File: src/rtl/core/sfr_pkg.sv
// Shared types and constants for the STX/ETX frame receiver.
package sfr_pkg;

    localparam int BYTE_W     = 8;
    localparam int RAW_W      = 16;
    localparam int GAIN_W     = 24;
    localparam int OFFSET_W   = 18;
    localparam int PROD_W     = RAW_W + GAIN_W;
    localparam int FRAC_SHIFT = 12;
    localparam int SCALED_W   = 29;
    localparam int POS_W      = 3;
    localparam int CFG_IDX_W  = 3;
    localparam int CFG_DATA_W = 24;
    localparam int IN_TDATA_W = 8;
    localparam int OUT_TDATA_W = 56;
    localparam int OUT_TUSER_W = 3;

    localparam logic [BYTE_W-1:0] STX_BYTE = 8'h02;
    localparam logic [BYTE_W-1:0] ETX_BYTE = 8'h03;
    localparam logic [BYTE_W-1:0] SUM_SEED = 8'hFF;

    localparam logic [BYTE_W-1:0] CH_BLDC  = 8'd1;
    localparam logic [BYTE_W-1:0] CH_SERVO = 8'd2;
    localparam logic [BYTE_W-1:0] CH_LED   = 8'd3;

    // Byte positions within a frame
    localparam logic [POS_W-1:0] POS_STX  = 3'd0;
    localparam logic [POS_W-1:0] POS_CHAN = 3'd1;
    localparam logic [POS_W-1:0] POS_LEN  = 3'd2;
    localparam logic [POS_W-1:0] POS_VHI  = 3'd3;
    localparam logic [POS_W-1:0] POS_VLO  = 3'd4;
    localparam logic [POS_W-1:0] POS_CSUM = 3'd5;
    localparam logic [POS_W-1:0] POS_ETX  = 3'd6;

    // Configuration register indexes
    localparam logic [CFG_IDX_W-1:0] REG_BLDC_GAIN    = 3'd0;
    localparam logic [CFG_IDX_W-1:0] REG_BLDC_OFFSET  = 3'd1;
    localparam logic [CFG_IDX_W-1:0] REG_SERVO_GAIN   = 3'd2;
    localparam logic [CFG_IDX_W-1:0] REG_SERVO_OFFSET = 3'd3;
    localparam logic [CFG_IDX_W-1:0] REG_LED_GAIN     = 3'd4;
    localparam logic [CFG_IDX_W-1:0] REG_LED_OFFSET   = 3'd5;

    localparam logic [GAIN_W-1:0]   RST_BLDC_GAIN    = 24'd334285;
    localparam logic [OFFSET_W-1:0] RST_BLDC_OFFSET  = 18'd48960;
    localparam logic [GAIN_W-1:0]   RST_SERVO_GAIN   = 24'd2621440;
    localparam logic [OFFSET_W-1:0] RST_SERVO_OFFSET = 18'd256000;
    localparam logic [GAIN_W-1:0]   RST_LED_GAIN     = 24'd1363;
    localparam logic [OFFSET_W-1:0] RST_LED_OFFSET   = 18'd192;

    typedef enum logic [1:0] {
        ST_OK        = 2'd0,
        ST_START_ERR = 2'd1,
        ST_SUM_ERR   = 2'd2,
        ST_END_ERR   = 2'd3
    } t_frame_status;

endpackage

File: src/rtl/core/stx_etx_frame_receiver.sv
// STX/ETX frame receiver: byte framing, checksum check and per-channel scaling.
//
// Usage:
//   Bytes arrive on the s_axis stream, one byte per transfer in tdata[7:0].
//   Every seven bytes form one frame (STX, channel, length, value high,
//   value low, checksum, ETX); there is no resync on the start byte.
//   The seventh byte produces one result transfer on m_axis; the first six
//   produce nothing. Result status and scaled-valid flag ride in tuser, the
//   channel, raw value and scaled drive value in tdata.
//   Output: the result is in the output register in the cycle after the
//   seventh byte's transfer. Throughput: one byte per cycle while the closing
//   byte is not stalled; the scaling multiplier (16x24) sits between the
//   frame registers and the output register, so there is no other limit.
//   Stall: bytes one to six are always taken. The seventh byte is taken
//   only when the output register is empty or drains in the same cycle,
//   so a stalled downstream holds back just the closing byte.
//   Config: gain/offset registers on the cfg channel, always ready; write
//   only while no frame result is pending.
//   Reset (synchronous, active low) restores the default gains and offsets,
//   starts a new frame and empties the output register.
module stx_etx_frame_receiver
    import sfr_pkg::*;
(
    input  logic                   i_clk,
    input  logic                   i_rst_n,
    // Byte input stream
    input  logic                   s_axis_tvalid,
    output logic                   s_axis_tready,
    input  logic [IN_TDATA_W-1:0]  s_axis_tdata,   // [7:0] rx_byte
    // Frame result stream
    output logic                   m_axis_tvalid,
    input  logic                   m_axis_tready,
    output logic [OUT_TDATA_W-1:0] m_axis_tdata,   // [7:0] channel_number,
                                                   // [23:8] raw_value,
                                                   // [52:24] scaled_value, [55:53] zero
    output logic [OUT_TUSER_W-1:0] m_axis_tuser,   // [1:0] frame_status, [2] scaled_valid
    // Configuration writes
    input  logic                   i_cfg_valid,
    output logic                   o_cfg_ready,
    input  logic [CFG_IDX_W-1:0]   i_cfg_index,
    input  logic [CFG_DATA_W-1:0]  i_cfg_data
);

    // Config registers
    logic [GAIN_W-1:0]   r_bldc_gain, r_servo_gain, r_led_gain;
    logic [OFFSET_W-1:0] r_bldc_offset, r_servo_offset, r_led_offset;

    // Frame state
    logic [POS_W-1:0]  r_pos, n_pos;
    logic [BYTE_W-1:0] r_sum, n_sum;
    logic              r_start_ok, n_start_ok;
    logic              r_sum_ok, n_sum_ok;
    logic [BYTE_W-1:0] r_chan, n_chan;
    logic [BYTE_W-1:0] r_val_hi, n_val_hi;
    logic [BYTE_W-1:0] r_val_lo, n_val_lo;

    // Output register
    logic                r_out_valid;
    t_frame_status       r_out_status;
    logic [BYTE_W-1:0]   r_out_chan;
    logic [RAW_W-1:0]    r_out_raw;
    logic [SCALED_W-1:0] r_out_scaled;
    logic                r_out_svalid;

    logic                in_xfer, out_xfer, frame_end;
    logic [BYTE_W-1:0]   rx_byte;
    logic [RAW_W-1:0]    raw;
    t_frame_status       status;
    logic                svalid;
    logic [GAIN_W-1:0]   sel_gain;
    logic [OFFSET_W-1:0] sel_offset;
    logic [PROD_W-1:0]   prod;
    logic [SCALED_W-1:0] scaled;

    assign rx_byte   = s_axis_tdata[BYTE_W-1:0];
    assign out_xfer  = r_out_valid & m_axis_tready;
    // Only the closing byte needs room in the output register
    assign s_axis_tready = (r_pos != POS_ETX) | ~r_out_valid | m_axis_tready;
    assign in_xfer   = s_axis_tvalid & s_axis_tready;
    assign frame_end = in_xfer & (r_pos == POS_ETX);
    assign o_cfg_ready = 1'b1;

    // ---------------- configuration ----------------
    always_ff @(posedge i_clk) begin
        if (!i_rst_n) begin
            r_bldc_gain    <= RST_BLDC_GAIN;
            r_bldc_offset  <= RST_BLDC_OFFSET;
            r_servo_gain   <= RST_SERVO_GAIN;
            r_servo_offset <= RST_SERVO_OFFSET;
            r_led_gain     <= RST_LED_GAIN;
            r_led_offset   <= RST_LED_OFFSET;
        end else if (i_cfg_valid) begin
            case (i_cfg_index)
                REG_BLDC_GAIN:    r_bldc_gain    <= i_cfg_data[GAIN_W-1:0];
                REG_BLDC_OFFSET:  r_bldc_offset  <= i_cfg_data[OFFSET_W-1:0];
                REG_SERVO_GAIN:   r_servo_gain   <= i_cfg_data[GAIN_W-1:0];
                REG_SERVO_OFFSET: r_servo_offset <= i_cfg_data[OFFSET_W-1:0];
                REG_LED_GAIN:     r_led_gain     <= i_cfg_data[GAIN_W-1:0];
                REG_LED_OFFSET:   r_led_offset   <= i_cfg_data[OFFSET_W-1:0];
                default: ;  // unknown index: write dropped
            endcase
        end
    end

    // ---------------- frame tracking ----------------
    always_comb begin
        n_pos      = r_pos;
        n_sum      = r_sum;
        n_start_ok = r_start_ok;
        n_sum_ok   = r_sum_ok;
        n_chan     = r_chan;
        n_val_hi   = r_val_hi;
        n_val_lo   = r_val_lo;
        if (in_xfer) begin
            case (r_pos)
                POS_CHAN: begin
                    n_chan = rx_byte;
                    n_sum  = r_sum + rx_byte;
                    n_pos  = POS_LEN;
                end
                POS_LEN: begin
                    n_sum = r_sum + rx_byte;
                    n_pos = POS_VHI;
                end
                POS_VHI: begin
                    n_val_hi = rx_byte;
                    n_sum    = r_sum + rx_byte;
                    n_pos    = POS_VLO;
                end
                POS_VLO: begin
                    n_val_lo = rx_byte;
                    n_sum    = r_sum + rx_byte;
                    n_pos    = POS_CSUM;
                end
                POS_CSUM: begin
                    n_sum_ok = (rx_byte == ~r_sum);
                    n_pos    = POS_ETX;
                end
                POS_ETX: begin
                    n_sum = SUM_SEED;
                    n_pos = POS_STX;
                end
                default: begin
                    // start byte; the unused position code behaves the same
                    n_start_ok = (rx_byte == STX_BYTE);
                    n_sum      = SUM_SEED;
                    n_pos      = POS_CHAN;
                end
            endcase
        end
    end

    always_ff @(posedge i_clk) begin
        if (!i_rst_n) begin
            r_pos      <= POS_STX;
            r_sum      <= SUM_SEED;
            r_start_ok <= 1'b0;
            r_sum_ok   <= 1'b0;
            r_chan     <= '0;
            r_val_hi   <= '0;
            r_val_lo   <= '0;
        end else begin
            r_pos      <= n_pos;
            r_sum      <= n_sum;
            r_start_ok <= n_start_ok;
            r_sum_ok   <= n_sum_ok;
            r_chan     <= n_chan;
            r_val_hi   <= n_val_hi;
            r_val_lo   <= n_val_lo;
        end
    end

    // ---------------- result of the closing byte ----------------
    assign raw = {r_val_hi, r_val_lo};

    always_comb begin
        if (!r_start_ok) begin
            status = ST_START_ERR;
        end else if (!r_sum_ok) begin
            status = ST_SUM_ERR;
        end else if (rx_byte != ETX_BYTE) begin
            status = ST_END_ERR;
        end else begin
            status = ST_OK;
        end
    end

    always_comb begin
        case (r_chan)
            CH_SERVO: begin
                sel_gain   = r_servo_gain;
                sel_offset = r_servo_offset;
            end
            CH_LED: begin
                sel_gain   = r_led_gain;
                sel_offset = r_led_offset;
            end
            default: begin
                sel_gain   = r_bldc_gain;
                sel_offset = r_bldc_offset;
            end
        endcase
    end

    assign svalid = (status == ST_OK) && (r_chan inside {CH_BLDC, CH_SERVO, CH_LED});
    // Q4.20 gain times 16-bit raw, drop 12 bits to get Q.8, then remove offset
    assign prod   = PROD_W'(raw) * PROD_W'(sel_gain);
    assign scaled = svalid
                  ? (SCALED_W'(prod[PROD_W-1:FRAC_SHIFT]) - SCALED_W'(sel_offset))
                  : '0;

    always_ff @(posedge i_clk) begin
        if (!i_rst_n) begin
            r_out_valid <= 1'b0;
        end else if (frame_end) begin
            r_out_valid <= 1'b1;
        end else if (out_xfer) begin
            r_out_valid <= 1'b0;
        end
    end

    always_ff @(posedge i_clk) begin
        if (frame_end) begin
            r_out_status <= status;
            r_out_chan   <= r_chan;
            r_out_raw    <= raw;
            r_out_scaled <= scaled;
            r_out_svalid <= svalid;
        end
    end

    assign m_axis_tvalid = r_out_valid;
    assign m_axis_tdata  = {3'b000, r_out_scaled, r_out_raw, r_out_chan};
    assign m_axis_tuser  = {r_out_svalid, r_out_status};

`ifndef SYNTHESIS
    // closing byte always lands a result in the output register
    a_frame_end_loads: assert property (@(posedge i_clk) disable iff (!i_rst_n)
        frame_end |=> r_out_valid)
        else $error("closing byte did not load a result");

    // a scaled value is only flagged on a good frame
    a_svalid_ok: assert property (@(posedge i_clk) disable iff (!i_rst_n)
        (r_out_valid && r_out_svalid) |-> (r_out_status == ST_OK))
        else $error("scaled value flagged on an error frame");

    // a scaled value is only flagged for a drive channel
    a_svalid_chan: assert property (@(posedge i_clk) disable iff (!i_rst_n)
        (r_out_valid && r_out_svalid) |->
            (r_out_chan == CH_BLDC || r_out_chan == CH_SERVO || r_out_chan == CH_LED))
        else $error("scaled value flagged on a non-drive channel");

    // a pending, stalled result blocks only the closing byte
    a_stall_blocks_end: assert property (@(posedge i_clk) disable iff (!i_rst_n)
        (r_out_valid && !m_axis_tready && r_pos == POS_ETX) |-> !s_axis_tready)
        else $error("closing byte taken while result register full");
`endif

endmodule

File: config.mk
export PLATFORM = sky130hd
export DESIGN_NAME = stx_etx_frame_receiver
export DESIGN_NICKNAME = d
export VERILOG_FILES = /design/src/rtl/core/sfr_pkg.sv /design/src/rtl/core/stx_etx_frame_receiver.sv
export SDC_FILE = /design/constraint.sdc
export NUM_CORES = 1
export LEC_CHECK = 0
export ABC_AREA = 1
export BUFFER_PORTS_ARGS = -buffer_cell sky130_fd_sc_hd__buf_2
export CAP_MARGIN = 5
export CORE_MARGIN = 8
export CORE_UTILIZATION = 69
export CTS_BUF_LIST = sky130_fd_sc_hd__clkbuf_16
export CTS_CLUSTER_SIZE = 14
export DETAILED_ROUTE_END_ITERATION = 10
export GPL_TIMING_DRIVEN = 0
export PLACE_DENSITY = 0.88
export SETUP_SLACK_MARGIN = 0.02
export SLEW_MARGIN = 20
export SYNTH_ARGS = -nofsm -noshare
export SYNTH_HDL_FRONTEND = slang
export SYNTH_SLANG_ARGS = --single-unit
export TNS_END_PERCENT = 100
File: constraint.sdc
create_clock -name i_clk -period 16.98 [get_ports i_clk]
set_clock_uncertainty 0.15 [all_clocks]
set_input_delay 2.547 -clock i_clk [delete_from_list [all_inputs] [get_ports i_clk]]
set_output_delay 2.547 -clock i_clk [all_outputs]
set_load 0.1 [all_outputs]
==> results.md <==
- Status: complete, no violations
- Dpl cell area: 22,900 µm²
- P_int: 0.914 mW
- Gate power share: 20.4%
- Tmin final: 10,600 ps
- Number of flops mapped to enable cells by yosys: 56
- Worst-path clk slew: 60 ps
- Final WS setup: 6380 ps
- Number of CTS-inserted buffers: 24
- Vias in the first global route: 20,206
- Post-synthesis compound-gate area fraction: 11.1%
- Clock Latency Late Sink: 570 ps
- Switch Pwr: 0.434 mW
- Reg-to-reg startpoint: r_chan[0]
- Reg2Reg Setup Slack: 6380 ps
- Largest net degree at the start of global routing: 55
- CTS root buf: clkbuf_16
- Chip width: 194 µm
- Max-slew violations: 0
- Xor-xnor portion of the synthesized cell area: 1.20%
- Post-route ant nets: 0
- Reg-to-reg endpoint: r_out_scaled[23]
- Pwr Density: 57.0 nW/µm²
- Worst setup path end: r_out_scaled[23]
- Post-route clock period utilization: 62.4%
- Clk sink count: 220
- Cell Area, Synth: 21,900 µm²
- GPL Wtd Cong: 1.00
- RSZ-0062 raised after global routing: no
- Initial Util: 69.7%
- Worst R2R Path Depth: 38
- Die Footprint: 37,700 µm²
- Synth unique cells: 52
- Commonest cells after routing, fill and taps aside: 496 x inv_1, 467 x nand2_1, 386 x nor2_1
- Routed WL: 65,500 µm
- I/O Buffers: 96
- Layout cell share with drive strength beyond 1: 6.67%
- Max VDD drop: 82.3 µV
- Critical path peak fanout: 10
- Cells after Synth: 2,734
- Post-cts repair resize count: 0
- Num ports: 102
- Sequential cell area fraction in the yosys report: 22.7%
- DRC viols: 0
- CP Class: reg -> reg
- Async SR Flop Fraction: 0%
- Wire length per cell: 20.0 µm
- Pre-CTS WS: 6670 ps
- Worst-Margin Slew: 1210 ps
- Mux contribution to synthesized area: 0%
- Postcts setup bufs: 0
- Leak: 11.1 nW
- Hold WS: 297 ps
- Final instance area: 23,700 µm²
- Sw Ratio: 32.2%
- Setup violations, final: 0
- Overflow after GRT: 0
- MaxCap Viol Count: 0
- Post-DP HPWL: 52,700 µm
- Synth Register Bits: 220
- Worst hold path class: reg -> reg
- Final core occ: 75.4%
- FP Rows: 65
- Fin Setup TNS: 0 ps
- Pre-antenna DRT Iters: 8
- YS warnings: 0
- CP Launch Point: r_chan[0]
- First-pass GRT wire length: 106,000 µm
- Drt via density: 5.94
- Die Y: 194 µm
- Clock tree buffer depth: 3
- CP Data Required Time: 17,100 ps
- Worst path max stage delay: 740 ps
- Simple-gate share of the synthesized area: 18.5%
- Post-layout nets: 3,340
- CTS tree: yes
- Setup crit end kind: flip-flop
- Clock network power share: 38.0%
- Hold_buf cts: 0
- H-tree Lvls: 1
- Final Hold Viols: 0
- Largest family of logic cells by synthesized area: adder cells
- Core area: 31,400 µm²
- CP Launch Type: flip-flop
- Top_reg_cell synth: dfxtp_1
- Register share of total power: 41.5%
- CP max stage cell: a21oi_1
- Total track usage: 35.1%
- Diode count: 0
- Average size of a mapped cell: 8.00 µm²
- Adder-cell area share of the yosys netlist: 35.8%
- Arr. time, crit path: 10,720 ps
- Slew Limit Headroom: 19.2%
- DR iter-0 viols: 1,794
- Max Freq: 0.0944 GHz
- Vias: 19,465
- Area growth syn-to-layout: 8.13%
- Commonest non-fill, non-tap cell in the layout: inv_1
- Initial antenna violation count: 1
[worst max-delay path, delay by kind of cell (launching register included)]
kind | cells | cell delay, ps
DFF | 1 | 400
AOI/OAI and AO/OA | 7 | 2890
xor gates and xnor gates | 1 | 170
and+or+nand+nor | 13 | 1520
adders and majority gates | 8 | 3680
buffers and inverters | 9 | 1510
[cell type report]
| cell class | instances | area (µm²) |
|---|---|---|
| Multi-Input combinational cell | 1901 | 14600 |
| Fill cell | 2370 | 7740 |
| Sequential cell | 220 | 4960 |
| Inverter | 509 | 1910 |
| Clock buffer | 24 | 601 |
| Timing Repair Buffer | 97 | 508 |
| Tap cell | 402 | 503 |
| Buffer | 106 | 422 |
| Clock inverter | 20 | 158 |
[sequential cells by signal, summed over array words and instances, names as in the netlist, 2 cells and up]
register        count
r_val_hi            8
r_val_lo            8
r_sum               8
r_servo_gain       24
r_bldc_gain        24
r_led_offset       18
r_out_raw          16
r_led_gain         24
r_out_chan          8
r_bldc_offset      18
r_out_scaled       29
r_servo_offset     18
r_chan              8
r_out_status        2
r_pos               3
[Yosys cell counts (5+ instances only)]
library cell  count  share of area, %
a21oi_1         173               4.0
a21oi_2           8              0.32
a221oi_1         12              0.48
a22o_1           22              0.88
a31oi_1           8              0.23
buf_4             5              0.17
clkbuf_1         93               1.6
clkinv_1          9              0.15
dfxtp_1         164                15
edfxtp_1         56               7.7
fa_1            307                28
ha_1            134               7.7
inv_1           495               8.5
inv_2             5             0.086
nand2_1         467               8.0
nand2_2          18              0.51
nand3_1          71               1.6
nand4_1           8              0.23
nor2_1          386               6.6
nor3_1           15              0.34
o211ai_1          5              0.17
o21a_1           10              0.34
o21ai_0         174               4.0
o22ai_1           7              0.20
xnor2_1          10              0.40
xor2_1           20              0.80
[kinds of logic after synthesis]
| kind of cell | Yosys count |
|---|---|
| compound gates | 435 |
| fa+ha+maj | 441 |
| xor+xnor | 30 |
| other cells | 2 |
| simple gates | 991 |
| flops | 220 |
| buf+inv | 615 |
[per-stage QoR]
step | power (mW) | instances
2_1_floorplan | 0.749 | 2736
3_3_place_gp | 0.827 | 3234
3_5_place_dp | 0.834 | 3235
4_1_cts | 1.34 | 3279
5_1_grt | 1.40 | 3279
6_report | 1.35 | 3279
[power groups by stage]
stage                     clock, mW  sequential [mW]  combinational (mW)
after CTS                     0.513            0.559               0.267
after detailed placement          0            0.571               0.263
after global placement            0            0.570               0.257
after global routing          0.533            0.561               0.302
after floorplan                   0            0.570               0.180
final                         0.513            0.560               0.275
[worst min path at each step]
stage | start | to | slack (ps) | depth (start not counted)
6_report | r_chan[4] | r_out_chan[4] | 300 | 0
5_1_grt | r_chan[4] | r_out_chan[4] | 300 | 0
4_1_cts | r_chan[2] | r_out_chan[2] | 290 | 0
3_5_place_dp | r_chan[2] | r_out_chan[2] | 270 | 0
3_3_place_gp | r_chan[5] | r_out_chan[5] | 260 | 0
2_1_floorplan | r_val_lo[4] | r_out_raw[4] | 260 | 0
[metal layers]
metal  vias up  track usage (%)  routed length, µm
met1      9239             43.6              24400
met5         -                0                 13
li1       8727                -                  -
met4         2             17.3               3740
met2      1217             56.0              29500
met3       280             9.74               7830
Power figures use the tool's default switching activity.
